[config.mk]
export PLATFORM = sky130hd
export DESIGN_NAME = wildcard_window_matcher_core
export DESIGN_NICKNAME = d
export VERILOG_FILES = /design/src/design/wwm_pkg.sv /design/src/design/wwm_window.sv /design/src/design/wwm_compare.sv /design/src/design/wildcard_window_matcher_core.sv
export VERILOG_INCLUDE_DIRS = /design/src /design/src/design
export SDC_FILE = /design/constraint.sdc
export NUM_CORES = 1
export LEC_CHECK = 0
export ABC_AREA = 1
export BUFFER_PORTS_ARGS = -buffer_cell sky130_fd_sc_hd__buf_2
export CAP_MARGIN = 20
export CORE_MARGIN = 5
export CORE_UTILIZATION = 55
export CTS_CLUSTER_DIAMETER = 120
export DETAILED_ROUTE_END_ITERATION = 7
export PLACE_DENSITY = 0.74
export SKIP_CTS_REPAIR_TIMING = 1
export SLEW_MARGIN = 10
export SYNTH_ARGS = -nofsm -noshare
export SYNTH_HDL_FRONTEND = slang
export SYNTH_SLANG_ARGS = --single-unit
[constraint.sdc]
create_clock -name aclk -period 11.15 [get_ports aclk]
set_input_delay 1.115 -clock aclk [delete_from_list [all_inputs] [get_ports aclk]]
set_output_delay 1.115 -clock aclk [all_outputs]
set_load 0.05 [all_outputs]
[src/design/wildcard_window_matcher_core_macros.svh]
// ----------------------------------------------------------------------------
// wildcard window matcher assertion macros
// shared concurrent assertion forms for the matcher core
// ----------------------------------------------------------------------------
`ifndef WILDCARD_WINDOW_MATCHER_CORE_MACROS_SVH
`define WILDCARD_WINDOW_MATCHER_CORE_MACROS_SVH

// same-cycle implication, disabled during reset
`define WWM_ASSERT_IMPL(name, clk, rstn, ante, cons, msg) \
    name: assert property (@(posedge clk) disable iff (!(rstn)) (ante) |-> (cons)) \
        else $error(msg);

// next-cycle implication, disabled during reset
`define WWM_ASSERT_NEXT(name, clk, rstn, ante, cons, msg) \
    name: assert property (@(posedge clk) disable iff (!(rstn)) (ante) |=> (cons)) \
        else $error(msg);

`endif

[src/design/wwm_pkg.sv]
// ----------------------------------------------------------------------------
// wwm_pkg
// shared types and constants of the wildcard window matcher
// ----------------------------------------------------------------------------
package wwm_pkg;

    localparam int MAX_PATTERN_DEF   = 8;
    localparam int POSITION_BITS_DEF = 32;

    localparam int BYTE_W     = 8;
    localparam int PATTERN_W  = 64;
    localparam int LENGTH_W   = 4;
    localparam int CFG_DATA_W = 64;
    localparam int CFG_IDX_W  = 1;
    localparam int MATCH_W    = 32;

    localparam logic [BYTE_W-1:0] WILDCARD = 8'h2A;

    typedef enum logic [CFG_IDX_W-1:0] {
        REG_PATTERN_BYTES  = 1'b0,
        REG_PATTERN_LENGTH = 1'b1
    } cfg_reg_t;

    typedef struct packed {
        logic [PATTERN_W-1:0] pattern_bytes;
        logic [LENGTH_W-1:0]  pattern_length;
    } cfg_t;

    typedef struct packed {
        logic load;
        logic drain;
    } stage_ctl_t;

endpackage

[src/design/wwm_window.sv]
// ----------------------------------------------------------------------------
// wwm_window
// input stage: byte window shift line, text position and fill count
// ----------------------------------------------------------------------------
module wwm_window #(
    parameter int MAX_PATTERN   = wwm_pkg::MAX_PATTERN_DEF,
    parameter int POSITION_BITS = wwm_pkg::POSITION_BITS_DEF
) (
    input  logic                                aclk,
    input  logic                                aresetn,
    input  wwm_pkg::stage_ctl_t                 ctl,
    input  logic [wwm_pkg::BYTE_W-1:0]          text_byte,
    input  logic                                text_start,
    output logic [wwm_pkg::BYTE_W-1:0]          window [MAX_PATTERN],
    output logic [POSITION_BITS-1:0]            bytes_seen,
    output logic [$clog2(MAX_PATTERN+1)-1:0]    window_fill,
    output logic                                stage_valid
);
    import wwm_pkg::*;

    localparam int FillW = $clog2(MAX_PATTERN + 1);

    logic [BYTE_W-1:0]        win_reg [MAX_PATTERN];
    logic [POSITION_BITS-1:0] seen_reg, seen_next;
    logic [FillW-1:0]         fill_reg, fill_next;
    logic                     valid_reg, valid_next;

    always_comb begin
        if (text_start) begin
            seen_next = POSITION_BITS'(1);
            fill_next = FillW'(1);
        end else begin
            seen_next = seen_reg + POSITION_BITS'(1);
            fill_next = (fill_reg < FillW'(MAX_PATTERN)) ? fill_reg + FillW'(1) : fill_reg;
        end
    end

    always_comb begin
        if (ctl.load) begin
            valid_next = 1'b1;
        end else if (ctl.drain) begin
            valid_next = 1'b0;
        end else begin
            valid_next = valid_reg;
        end
    end

    always_ff @(posedge aclk) begin
        if (!aresetn) begin
            seen_reg  <= '0;
            fill_reg  <= '0;
            valid_reg <= 1'b0;
        end else begin
            valid_reg <= valid_next;
            if (ctl.load) begin
                seen_reg <= seen_next;
                fill_reg <= fill_next;
            end
        end
    end

    // newest byte at entry 0
    always_ff @(posedge aclk) begin
        if (ctl.load) begin
            win_reg[0] <= text_byte;
            for (int k = 1; k < MAX_PATTERN; k++) begin
                win_reg[k] <= text_start ? '0 : win_reg[k-1];
            end
        end
    end

    assign window      = win_reg;
    assign bytes_seen  = seen_reg;
    assign window_fill = fill_reg;
    assign stage_valid = valid_reg;

endmodule

[src/design/wwm_compare.sv]
// ----------------------------------------------------------------------------
// wwm_compare
// parallel wildcard compare of the window against the pattern
// ----------------------------------------------------------------------------
module wwm_compare #(
    parameter int MAX_PATTERN   = wwm_pkg::MAX_PATTERN_DEF,
    parameter int POSITION_BITS = wwm_pkg::POSITION_BITS_DEF
) (
    input  wwm_pkg::cfg_t                       cfg,
    input  logic [wwm_pkg::BYTE_W-1:0]          window [MAX_PATTERN],
    input  logic [POSITION_BITS-1:0]            bytes_seen,
    input  logic [$clog2(MAX_PATTERN+1)-1:0]    window_fill,
    output logic                                hit,
    output logic [wwm_pkg::MATCH_W-1:0]         match_start
);
    import wwm_pkg::*;

    localparam int FillW = $clog2(MAX_PATTERN + 1);
    localparam int IdxW  = (MAX_PATTERN > 1) ? $clog2(MAX_PATTERN) : 1;
    localparam int ExtW  = (POSITION_BITS > MATCH_W) ? POSITION_BITS : MATCH_W;

    logic [FillW-1:0]         len;
    logic [POSITION_BITS-1:0] start_pos;
    logic [ExtW-1:0]          start_ext;

    // zero acts as one, oversize clamps to the window depth
    always_comb begin
        if (cfg.pattern_length == '0) begin
            len = FillW'(1);
        end else if (cfg.pattern_length > LENGTH_W'(MAX_PATTERN)) begin
            len = FillW'(MAX_PATTERN);
        end else begin
            len = FillW'(cfg.pattern_length);
        end
    end

    always_comb begin
        logic [IdxW-1:0]   idx;
        logic [BYTE_W-1:0] pat;
        hit = (window_fill >= len);
        for (int k = 0; k < MAX_PATTERN; k++) begin
            pat = cfg.pattern_bytes[BYTE_W*k +: BYTE_W];
            idx = IdxW'(len - FillW'(k) - FillW'(1));
            if (FillW'(k) < len) begin
                if (pat != WILDCARD && pat != window[idx]) begin
                    hit = 1'b0;
                end
            end
        end
    end

    assign start_pos   = bytes_seen - POSITION_BITS'(len);
    assign start_ext   = ExtW'(start_pos);
    assign match_start = start_ext[MATCH_W-1:0];

endmodule

[src/design/wildcard_window_matcher_core.sv]
// ----------------------------------------------------------------------------
// wildcard_window_matcher_core
// Streams text one byte per transaction and reports the start position of
// every window of the last pattern_length bytes that matches the configured
// pattern, where a '*' pattern byte matches any byte. A set text_start clears
// the window and the position count before its byte is taken. The core takes
// one byte per cycle while results drain; each byte passes through two
// register stages (window register, then result register). The byte enters
// the window register when it is accepted, and its result is loaded into
// the result register once the window stage drains, which waits while an
// untaken result is held. The parallel compare of all window bytes sits
// between those two stages. The core does not check that configuration is
// written only while no transaction is in flight; the user must ensure it.
// ----------------------------------------------------------------------------
module wildcard_window_matcher_core #(
    parameter int MAX_PATTERN   = wwm_pkg::MAX_PATTERN_DEF,
    parameter int POSITION_BITS = wwm_pkg::POSITION_BITS_DEF
) (
    input  logic                               aclk,
    input  logic                               aresetn,
    input  logic                               cfg_wr_en,
    input  logic [wwm_pkg::CFG_IDX_W-1:0]      cfg_wr_index,
    input  logic [wwm_pkg::CFG_DATA_W-1:0]     cfg_wr_data,
    input  logic                               s_valid,
    output logic                               s_ready,
    input  logic [wwm_pkg::BYTE_W-1:0]         s_text_byte,
    input  logic                               s_text_start,
    output logic                               m_valid,
    input  logic                               m_ready,
    output logic [wwm_pkg::MATCH_W-1:0]        m_match_start
);
    import wwm_pkg::*;
    `include "wildcard_window_matcher_core_macros.svh"

    localparam int FillW = $clog2(MAX_PATTERN + 1);

    cfg_t                     cfg_reg;
    stage_ctl_t               ctl;
    logic [BYTE_W-1:0]        window [MAX_PATTERN];
    logic [POSITION_BITS-1:0] bytes_seen;
    logic [FillW-1:0]         window_fill;
    logic                     stage_valid;
    logic                     hit;
    logic [MATCH_W-1:0]       match_start;
    logic                     m_valid_reg, m_valid_next;
    logic [MATCH_W-1:0]       m_match_start_reg;

    // configuration registers
    always_ff @(posedge aclk) begin
        if (!aresetn) begin
            cfg_reg.pattern_bytes  <= '0;
            cfg_reg.pattern_length <= LENGTH_W'(1);
        end else if (cfg_wr_en) begin
            unique case (cfg_reg_t'(cfg_wr_index))
                REG_PATTERN_BYTES:  cfg_reg.pattern_bytes  <= cfg_wr_data[PATTERN_W-1:0];
                REG_PATTERN_LENGTH: cfg_reg.pattern_length <= cfg_wr_data[LENGTH_W-1:0];
            endcase
        end
    end

    assign ctl.drain = stage_valid && (!m_valid_reg || m_ready);
    assign s_ready   = !stage_valid || ctl.drain;
    assign ctl.load  = s_valid && s_ready;

    wwm_window #(
        .MAX_PATTERN   (MAX_PATTERN),
        .POSITION_BITS (POSITION_BITS)
    ) u_window (
        .aclk        (aclk),
        .aresetn     (aresetn),
        .ctl         (ctl),
        .text_byte   (s_text_byte),
        .text_start  (s_text_start),
        .window      (window),
        .bytes_seen  (bytes_seen),
        .window_fill (window_fill),
        .stage_valid (stage_valid)
    );

    wwm_compare #(
        .MAX_PATTERN   (MAX_PATTERN),
        .POSITION_BITS (POSITION_BITS)
    ) u_compare (
        .cfg         (cfg_reg),
        .window      (window),
        .bytes_seen  (bytes_seen),
        .window_fill (window_fill),
        .hit         (hit),
        .match_start (match_start)
    );

    // result register
    always_comb begin
        if (ctl.drain) begin
            m_valid_next = hit;
        end else if (m_ready) begin
            m_valid_next = 1'b0;
        end else begin
            m_valid_next = m_valid_reg;
        end
    end

    always_ff @(posedge aclk) begin
        if (!aresetn) begin
            m_valid_reg <= 1'b0;
        end else begin
            m_valid_reg <= m_valid_next;
        end
    end

    always_ff @(posedge aclk) begin
        if (ctl.drain && hit) begin
            m_match_start_reg <= match_start;
        end
    end

    assign m_valid       = m_valid_reg;
    assign m_match_start = m_match_start_reg;

    `WWM_ASSERT_IMPL(a_block_when_full, aclk, aresetn,
        stage_valid && m_valid_reg && !m_ready, !s_ready, "input taken while both stages full")
    `WWM_ASSERT_NEXT(a_load_sets_stage, aclk, aresetn,
        ctl.load, stage_valid, "accepted byte lost before compare")
    `WWM_ASSERT_NEXT(a_start_clears, aclk, aresetn,
        ctl.load && s_text_start,
        (bytes_seen == POSITION_BITS'(1)) && (window_fill == FillW'(1)),
        "text start did not restart position and fill")
    `WWM_ASSERT_IMPL(a_fill_range, aclk, aresetn,
        stage_valid, (window_fill != '0) && (window_fill <= FillW'(MAX_PATTERN)),
        "window fill out of range")
    `WWM_ASSERT_NEXT(a_miss_no_result, aclk, aresetn,
        ctl.drain && !hit, !m_valid, "result raised without a match")

endmodule

# After elaboration in Yosys (flattened, before gate mapping)
# Cells that the tools add are included.
[word_totals] regBits=202 latch_bits=0 ramBits=0 rom_bits=0 in_bits=79 output_inout_bits=34 wordCells=147 memories=0
[classes] addsub=17 n_mul=0 div_mod_pow=0 n_lt_le_gt_ge=19 eq_ne=16 shifts=0 mux=49 bitwise=9 reduce_logical=22
[ops] cell="binary-select mux 8 bit (select 3 bit)" count=8
[ops] cell="2-to-1 mux 8 bit" count=16
[ops] cell="inequality test 8 x 6 -> 1 bit (second input constant)" count=8
[ops] cell="inequality test 8 bit" count=8
[ops] cell="adder 32 x 1 -> 32 bit (second input constant)" count=1
[ops] cell=">= comparator 4 bit (second input constant)" count=8
[ops] cell="2-to-1 mux 32 bit" count=1
[ops] cell="inverter 3 -> 4 bit" count=8
[ops] cell="subtractor 32 x 4 -> 32 bit" count=1
[ops] cell="subtractor 3 x 1 -> 3 bit (second input constant)" count=8
[ops] cell="2-to-1 mux 1 bit" count=20
[ops] cell="< comparator 3 x 4 -> 1 bit (first input constant)" count=4
[ops] cell="2-to-1 mux 4 bit" count=4
[ops] cell="subtractor 3 bit (second input constant)" count=4
[ops] cell="logical AND 1 bit" count=11
[ops] cell="< comparator 1 x 4 -> 1 bit (first input constant)" count=2
[ops] cell="< comparator 2 x 4 -> 1 bit (first input constant)" count=2
[ops] cell="AND reduction 2 bit" count=3
[ops] cell="nonzero test 2 bit" count=3
[ops] cell="subtractor 3 x 2 -> 3 bit (second input constant)" count=2
[ops] cell="adder 4 x 1 -> 4 bit (second input constant)" count=1
[ops] cell=">= comparator 4 bit" count=1
[ops] cell="greater-than comparator 4 bit (second input constant)" count=1
[ops] cell="logical NOT 4 bit" count=1
[ops] cell="other kinds (4)" count=6

# Logic depth before layout (Yosys ltp)
# Gate-level depths: netlist of the first run.
[depth] ltp_word=27 mapped_depth=25 ltp_nobuf=23

# Cells and area by module
# From an unflattened synthesis of the first run, not the netlist that was laid out.
[unflattened] cells_unflattened=1964 area_unflattened_um2=13151.4
[modules_own_cells] mod="wwm_compare" instances=1 cells_per_inst=1029 area_each_um2=4967.3
[modules_own_cells] mod="wwm_window" instances=1 cells_per_inst=457 area_each_um2=4267.8
[modules_own_cells] mod="wildcard_window_matcher_core" instances=1 cells_per_inst=478 area_each_um2=3916.3

# Worst setup path before layout of the first run
# OpenSTA, ideal clock, no wires.
[synth_path] path_type="input to register" from="in m_ready" to="reg u_window.seen_reg[30] (netlist: u_window.bytes_seen[30])" setup_time_ns=0.120 t_arrival_ns=4.217 required_ns=11.030 setup_slack_ns=6.813 path_stages=11 path_cell_list="inv_1 -> nand3_1 -> nand2_2 -> inv_1 -> nand4_1 -> nor2_1 -> nand4_1 -> nor3_1 -> nand2_1 -> o21ai_0 -> a21oi_1"
[synth_between] elab_chain_cells=4
[synth_rtl] element="start: declaration" line="wildcard_window_matcher_core.sv:29" rtl="input logic m_ready,"
[synth_rtl] element="logical OR 1 bit" line="wildcard_window_matcher_core.sv:61" rtl="assign ctl.drain = stage_valid && (!m_valid_reg || m_ready);"
[synth_rtl] element="logical AND 1 bit" line="wildcard_window_matcher_core.sv:61"
[synth_rtl] element="logical OR 1 bit" line="wildcard_window_matcher_core.sv:62" rtl="assign s_ready = !stage_valid || ctl.drain;"
[synth_rtl] element="net s_ready" line="wildcard_window_matcher_core.sv:25" rtl="output logic s_ready,"
[synth_rtl] element="logical AND 1 bit" line="wildcard_window_matcher_core.sv:63" rtl="assign ctl.load = s_valid && s_ready;"
[synth_rtl] element="end signal: assignment" line="wwm_window.sv:56" rtl="seen_reg <= seen_next;"
[synth_rtl] element="end: declaration" line="wwm_window.sv:24" rtl="logic [POSITION_BITS-1:0] seen_reg, seen_next;"
# The timed path passes the listed nets, and every way through them passes these cells.
# A chain may end at the register's enable or synchronous reset.

# Worst setup path after layout of the first run
[layout_path] from="reg cfg_reg[0] (netlist name)" to="reg m_match_start_reg[11] (netlist: m_match_start[11]) (enable)"
[layout_between] elab_chain_cells=27 elab_cells_between_ends=92
[layout_rtl] element="start: declaration" line="wildcard_window_matcher_core.sv:37" rtl="cfg_t cfg_reg;"
[layout_rtl] element="greater-than comparator 4 bit" line="wwm_compare.sv:30" rtl="end else if (cfg.pattern_length > LENGTH_W'(MAX_PATTERN)) begin"
[layout_rtl] element="2-to-1 mux 4 bit" line="wwm_compare.sv:30"
[layout_rtl] element="2-to-1 mux 4 bit *" line="wwm_compare.sv:28" rtl="if (cfg.pattern_length == '0) begin"
[layout_rtl] element="parallel branches: the longest is 22 deep, another holds subtractor 3 x 1 -> 3 bit"
[layout_rtl] element="2-to-1 mux 1 bit *" line="wwm_compare.sv:44" rtl="if (FillW'(k) < len) begin"
[layout_rtl] element="logical AND 1 bit *" line="wildcard_window_matcher_core.sv:112" rtl="if (ctl.drain && hit) begin"
[layout_rtl] element="end signal: assignment" line="wildcard_window_matcher_core.sv:113" rtl="m_match_start_reg <= match_start;"
[layout_rtl] element="end: declaration" line="wildcard_window_matcher_core.sv:46" rtl="logic [MATCH_W-1:0] m_match_start_reg;"
# Every way passes the cells marked *. The select of a mux whose other input is x is not followed.

==> reports/results.txt, run 1 <==
PortBufs -> 112
Layout Nets -> 1946
Headroom to the max-slew limit -> 0.329
Syn_nets -> 1873
Clock-pin slew on the worst setup and hold paths -> 0.06 ns
Critical path arrival -> 4.44 ns
Seq/Total Area, Yosys -> 0.413
Largest family of logic cells by synthesized area -> simple AND/OR/NAND/NOR gates
Dpl ws -> 6.73 ns
H-tree depth -> 1
DRT iter0 DRCs -> 1223
First-pass GRT wire length -> 58100 um
Final wirelength -> 37600 um
PwrDens -> 160 mW/mm^2
GRT overflow -> 0
Largest net degree at the start of global routing -> 72
Crit. End Element -> flop
Compound-Gate Fraction of Synth Area -> 0.0885
Number of flip-flops in the largest register -> 68
Die height -> 158 um
CP Class -> reg -> reg
Starting Density -> 0.556
Maxcap violations -> 0
Initial antenna violation count -> 0
# DRC -> 0
# fillers -> 2013
Avg Cell Area, Syn -> 6.80 sq um
Antenna Violating Nets Remaining -> 0
Core ar. -> 0.0218 sq mm
Leak pwr -> 6.38 nW
Ports -> 113
Post-Synth XOR/XNOR Area -> 0.0304
Cell Area, Synth -> 0.0121 sq mm
Simple-Gate Fraction of Synth Area -> 0.364
Min cycle time layout -> 4.27 ns
Die ar. -> 0.0251 sq mm
Sink Count -> 202
Synthesized instance count -> 1781
Fin. Hold Viols -> 0
Layout cells sized above 1 -> 0.0951
Commonest non-fill, non-tap cell in the layout -> nand2_1
Commonest non-fill, non-tap cells in the layout -> 564 x nand2_1, 256 x nand3_1, 190 x inv_1, 153 x nor2_1, 112 x buf_2
Fmax -> 234 MHz
Max Transition Viols Final -> 0
RSZ-0062 raised after global routing -> no
Setup Skew -> 0.0107 ns
Clock latency on the worst-skew pair -> 0.53 ns
Dpl hpwl -> 28100 um
CP Launch Type -> flop
Number of vias per cell -> 5.61
Vias in the first global route -> 11200
Peak supply drop -> 0.117 mV
Root Driver -> clkbuf_16
Drt wl/cell -> 17.5 um
TritonRoute pass-1 iters -> 8
Routability cong. -> 1.01
N_diodes -> 0
Via Count -> 12100
Number of synthesized register bits -> 202
Post-Synth Adder-Cell Area -> 0.0141
YS warnings -> 0
CP max FO -> 50
TritonCTS clock tree -> yes
Hold crit path type -> reg -> reg
Setup TNS -> 0 ns
Layout Area Growth over Synthesis -> 12.7%
Clock Path Buffers -> 3
Core Rows -> 54
Final period util -> 0.383
Outcome -> complete, no violations
Mux cell area share after synthesis -> 0
Setup ws final -> 6.88 ns
Total Routing Usage GR -> 0.294
CTS Buf Count -> 24
Yosys cell types -> 37
Setup Viol. Count Final -> 0
Slew @ Worst Pin -> 1.01 ns
Die Width -> 158 um
Critical Path RT -> 11.32 ns
## kinds of logic (layout without fill, tap and decap cells)
group | after synthesis | count (layout)
simple gates | 1045 | 1045
buf+inv | 275 | 366
compound gates | 204 | 204
flops | 202 | 202
xor+xnor | 42 | 42
fa+ha+maj | 13 | 13
## metrics by stage
| stage | total power [mW] | cells | utilization | instance area (sq um) | hold WS, ns |
|---|---|---|---|---|---|
| detailed placement | 1.35 | 2106 | 0.586 | 12700 | 0.463 |
| finish | 2.18 | 2152 | 0.627 | 13600 | 0.476 |
| floorplan | 1.21 | 1781 | - | 12100 | 0.443 |
| CTS | 2.17 | 2150 | 0.625 | 13600 | 0.474 |
| global route | 2.29 | 2152 | 0.627 | 13600 | 0.508 |
| global placement | 1.34 | 2106 | 0.586 | 12700 | 0.456 |
## cell usage after synthesis (all sizes together)
library cell  instances  share of area
xnor2                 4         0.0029
a221oi                1        0.00072
buf                  30          0.014
nand3b                6         0.0037
ha                   12          0.012
a21o                  2         0.0012
nand3               256           0.11
o21ai                96          0.040
edfxtp               96           0.24
a32oi                 1        0.00072
a21oi                92          0.038
clkbuf               47          0.015
a41oi                 1        0.00072
nor3                 20         0.0083
nand2               568           0.18
inv                 196          0.061
clkinv                2        0.00062
a31oi                 1        0.00052
xor2                 38          0.027
or2                   1        0.00052
nand4                23          0.012
fa                    1         0.0017
dfxtp               106           0.18
nor2                155          0.048
nor4                 16         0.0083
o21a                  5         0.0031
a211oi                3         0.0019
o211ai                2         0.0012
## critical path, cell delays in order, from the launching register on
cell and delay, ns:
dfxtp_1 0.42, inv_1 0.06, o21ai_1 0.22, nand2_1 0.09, buf_4 0.29, ha_1 0.31, inv_1 0.07, nor2_1 0.06
nor2_2 0.55, inv_1 0.45, nand3_1 0.19, nand2_1 0.09, xor2_1 0.14, nand3b_1 0.09, nor2_1 0.08, nand2_1 0.06
nand2_1 0.06, nand2_1 0.05, nor2_1 0.10, nand2_1 0.09, inv_1 0.06, buf_4 0.36
## worst paths after layout
path              slack [ns]                     from  cells after the start                      end
hold / removal          0.48  u_window.bytes_seen[31]                      1  u_window.bytes_seen[31]
setup / recovery        6.88               cfg_reg[0]                     21        m_match_start[11]
setup reg to reg        6.88               cfg_reg[0]                     21        m_match_start[11]
hold reg to reg         0.48  u_window.bytes_seen[31]                      1  u_window.bytes_seen[31]
## power by group
group	total [mW]	internal, mW	leakage [nW]	switching, mW
Sequential	0.844	0.819	1.81	0.0250
Combinational	0.503	0.158	4.15	0.344
Clock	0.833	0.516	0.418	0.317
Total	2.18	1.49	6.38	0.686
## routing by layer
| layer | up-vias | GRT usage | wire length, um |
|---|---|---|---|
| met1 | 5492 | 0.371 | 15000 |
| met4 | 0 | 0.134 | 2040 |
| li1 | 5952 | - | - |
| met3 | 112 | 0.0443 | 2860 |
| met5 | - | 0 | 0 |
| met2 | 519 | 0.498 | 17700 |
## cell type report
type                       instances  area (sq um)  area share
sequential                       202          5000       0.367
clock inverter                    12           174      0.0127
timing repair buffer             124           683      0.0501
multi-input combinational       1304          6010       0.441
clock buffer                      32           671      0.0492
inverter                         198           743      0.0545
tap                              280           350      0.0257
Power figures use the tool's default switching activity.
==> run 2, diff against run 1 <==
PLACE_DENSITY = 0.77   (was 0.74)
clock period = 3.6 ns   (was 11.15 ns; I/O delays follow)
==> run 2 against run 1 <==
Highest routed layer is now met5. First-iteration DRC count shrank 8.3%. Clock skew grew 0.014 ns. Global-route usage grew 0.10 points. Combinational power grew to 3.2 times the previous value. Total power grew to 3.1 times the previous value. Sequential share of layout area shrank 0.44 points. Via count grew 1.3%. Die area is the same. Core utilization grew 0.76 points.
==> reports/results.txt, run 2 (same netlist as run 1, synthesis figures left out) <==
N_diodes -> 0
Peak supply drop -> 0.373 mV
Slowest-stage cell, CP -> dfxtp_1
PwrDens -> 485 mW/mm^2
Setup Viol. Count Final -> 0
Met2 Use GR -> 0.510
Reg2Reg Depth -> 20
Clock-pin slew on the worst setup and hold paths -> 0.06 ns
Min cycle time layout -> 3.37 ns
H-tree depth -> 1
Headroom to the max-slew limit -> 0.392
DRT iter0 DRCs -> 1122
Setup Skew -> 0.0244 ns
Vias in the first global route -> 11600
CTS Buf Count -> 23
RSZ-0062 raised after global routing -> no
HP Start -> s_text_byte[5]
Fmax -> 297 MHz
Commonest non-fill, non-tap cells in the layout -> 563 x nand2_1, 254 x nand3_1, 188 x inv_1, 150 x nor2_1, 112 x buf_2
Drt wl/cell -> 17.2 um
Final wirelength -> 37300 um
Die Width -> 158 um
Outcome -> complete, no violations
Clock Path Buffers -> 3
Die ar. -> 0.0251 sq mm
TritonRoute pass-1 iters -> 6
Internal Power -> 4.55 mW
Initial antenna violation count -> 1
Hold crit path type -> in -> reg
Seq pwr share -> 0.390
Die height -> 158 um
Critical path arrival -> 3.60 ns
Sink Count -> 202
Total Routing Usage GR -> 0.295
First-pass GRT wire length -> 58900 um
Leak pwr -> 6.42 nW
Number of vias per cell -> 5.65
CP Launch Type -> flop
Layout Nets -> 1961
Crit. End Element -> flop
Clock share of power -> 0.372
Critical Path RT -> 3.83 ns
Core Rows -> 54
CP most frequent cell -> nand2_1
# fillers -> 1996
Comb pwr share -> 0.238
Routability cong. -> 0.961
Fin cells -> 2166
Critical path endpoint -> m_match_start[6]
Antenna Violating Nets Remaining -> 0
Final period util -> 0.937
Clock latency on the worst-skew pair -> 0.54 ns
Number of flip-flops in the largest register -> 68
Commonest non-fill, non-tap cell in the layout -> nand2_1
R2R Path Start -> cfg_reg[3]
Largest net degree at the start of global routing -> 71
Maxcap violations -> 0
Layer with the highest usage -> met2
CP Class -> reg -> reg
Ports -> 113
Fin. Hold Viols -> 0
Post-Place Cells -> 2121
Crit path largest cell delay -> 0.41 ns
Slew @ Worst Pin -> 0.912 ns
Layout cells sized above 1 -> 0.107
Max Transition Viols Final -> 0
GR Util met3 -> 0.0500
Switch Pwr -> 2.15 mW
Via Count -> 12200
R2R Setup Slk -> 0.23 ns
CP max FO -> 32
Layout Area Growth over Synthesis -> 14.1%
PortBufs -> 112
Dpl hpwl -> 28100 um
Met1 usage -> 0.365
TritonCTS clock tree -> yes
Sw Ratio -> 0.321
Setup TNS -> 0 ns
Worst setup path start -> cfg_reg[3]
Root Driver -> clkbuf_16
Worst-path cell chain -> inv_2 -> nand2_1 -> buf_4 -> inv_2 -> nand2_1 -> o21ai_2 -> inv_2 -> nand3_1 -> nand3_1 -> nand2_1 -> nor2_1 -> nand2_1 -> nor2_1 -> nor2_1 -> nor2_1 -> nand2_1 -> nand2_1 -> nand2_1 -> clkinvlp_4 -> buf_12
Starting Density -> 0.556
GRT overflow -> 0
Core ar. -> 0.0218 sq mm
FF-to-FF End -> m_match_start[6]
# DRC -> 0
[run 2: worst max-delay path: cells and delay by family (launching register included)]
family,cells,cell delay [ns]
AND/OR/NAND/NOR,13,1.50
buffers and inverters,6,0.95
flip-flops,1,0.41
AO/OA/AOI/OAI,1,0.14
[run 2: power by group through the flow]
stage / clock (mW) / combinational [mW] / sequential (mW)
5_1_grt: 2.62 / 1.80 / 2.62
3_3_place_gp: 0 / 1.52 / 2.66
4_1_cts: 2.51 / 1.55 / 2.61
6_report: 2.49 / 1.60 / 2.61
2_1_floorplan: 0 / 1.12 / 2.63
3_5_place_dp: 0 / 1.54 / 2.66
[run 2: area by class of cell]
cell class	count	area, sq um	area share
inverters	198	758	0.0549
repair buffers	139	818	0.0593
clock buffers	32	682	0.0494
repair inverters	1	7.51	0.000544
multi-input cells	1304	6060	0.439
clock inverters	10	129	0.00933
well taps	280	350	0.0254
flip-flops and latches	202	5000	0.362
[run 2: per-layer routing]
metal,part of all wire,wire [um],vias to the layer above
li1,-,-,5980
met4,0.049,1810,2
met3,0.075,2800,102
met5,0.00040,15,-
met2,0.48,17800,510
met1,0.40,14900,5640
[run 2: per-stage QoR]
step           instance area (sq um)  hold slack (ns)  setup slack [ns]  utilization  total power, mW
6_report                       13800          0.00286             0.228        0.635             6.70
5_1_grt                        13800          0.00327            0.0283        0.635             7.04
4_1_cts                        13700          -0.0131             0.143        0.631             6.67
3_5_place_dp                   12900            0.471             0.178        0.593             4.20
3_3_place_gp                   12900            0.464             0.237        0.593             4.17
2_1_floorplan                  12100            0.443            0.0711            -             3.75
[run 2: how the worst min path moves through the flow]
stage	cells after the start	end	slack, ns
floorplan	1	u_window.bytes_seen[31]	0.44
global placement	2	u_window.window_fill[3]	0.46
detailed placement	2	u_window.window_fill[3]	0.47
CTS	1	u_window.window[57]	-0.01
global route	1	u_window.window[59]	0.003
finish	1	u_window.window[61]	0.003
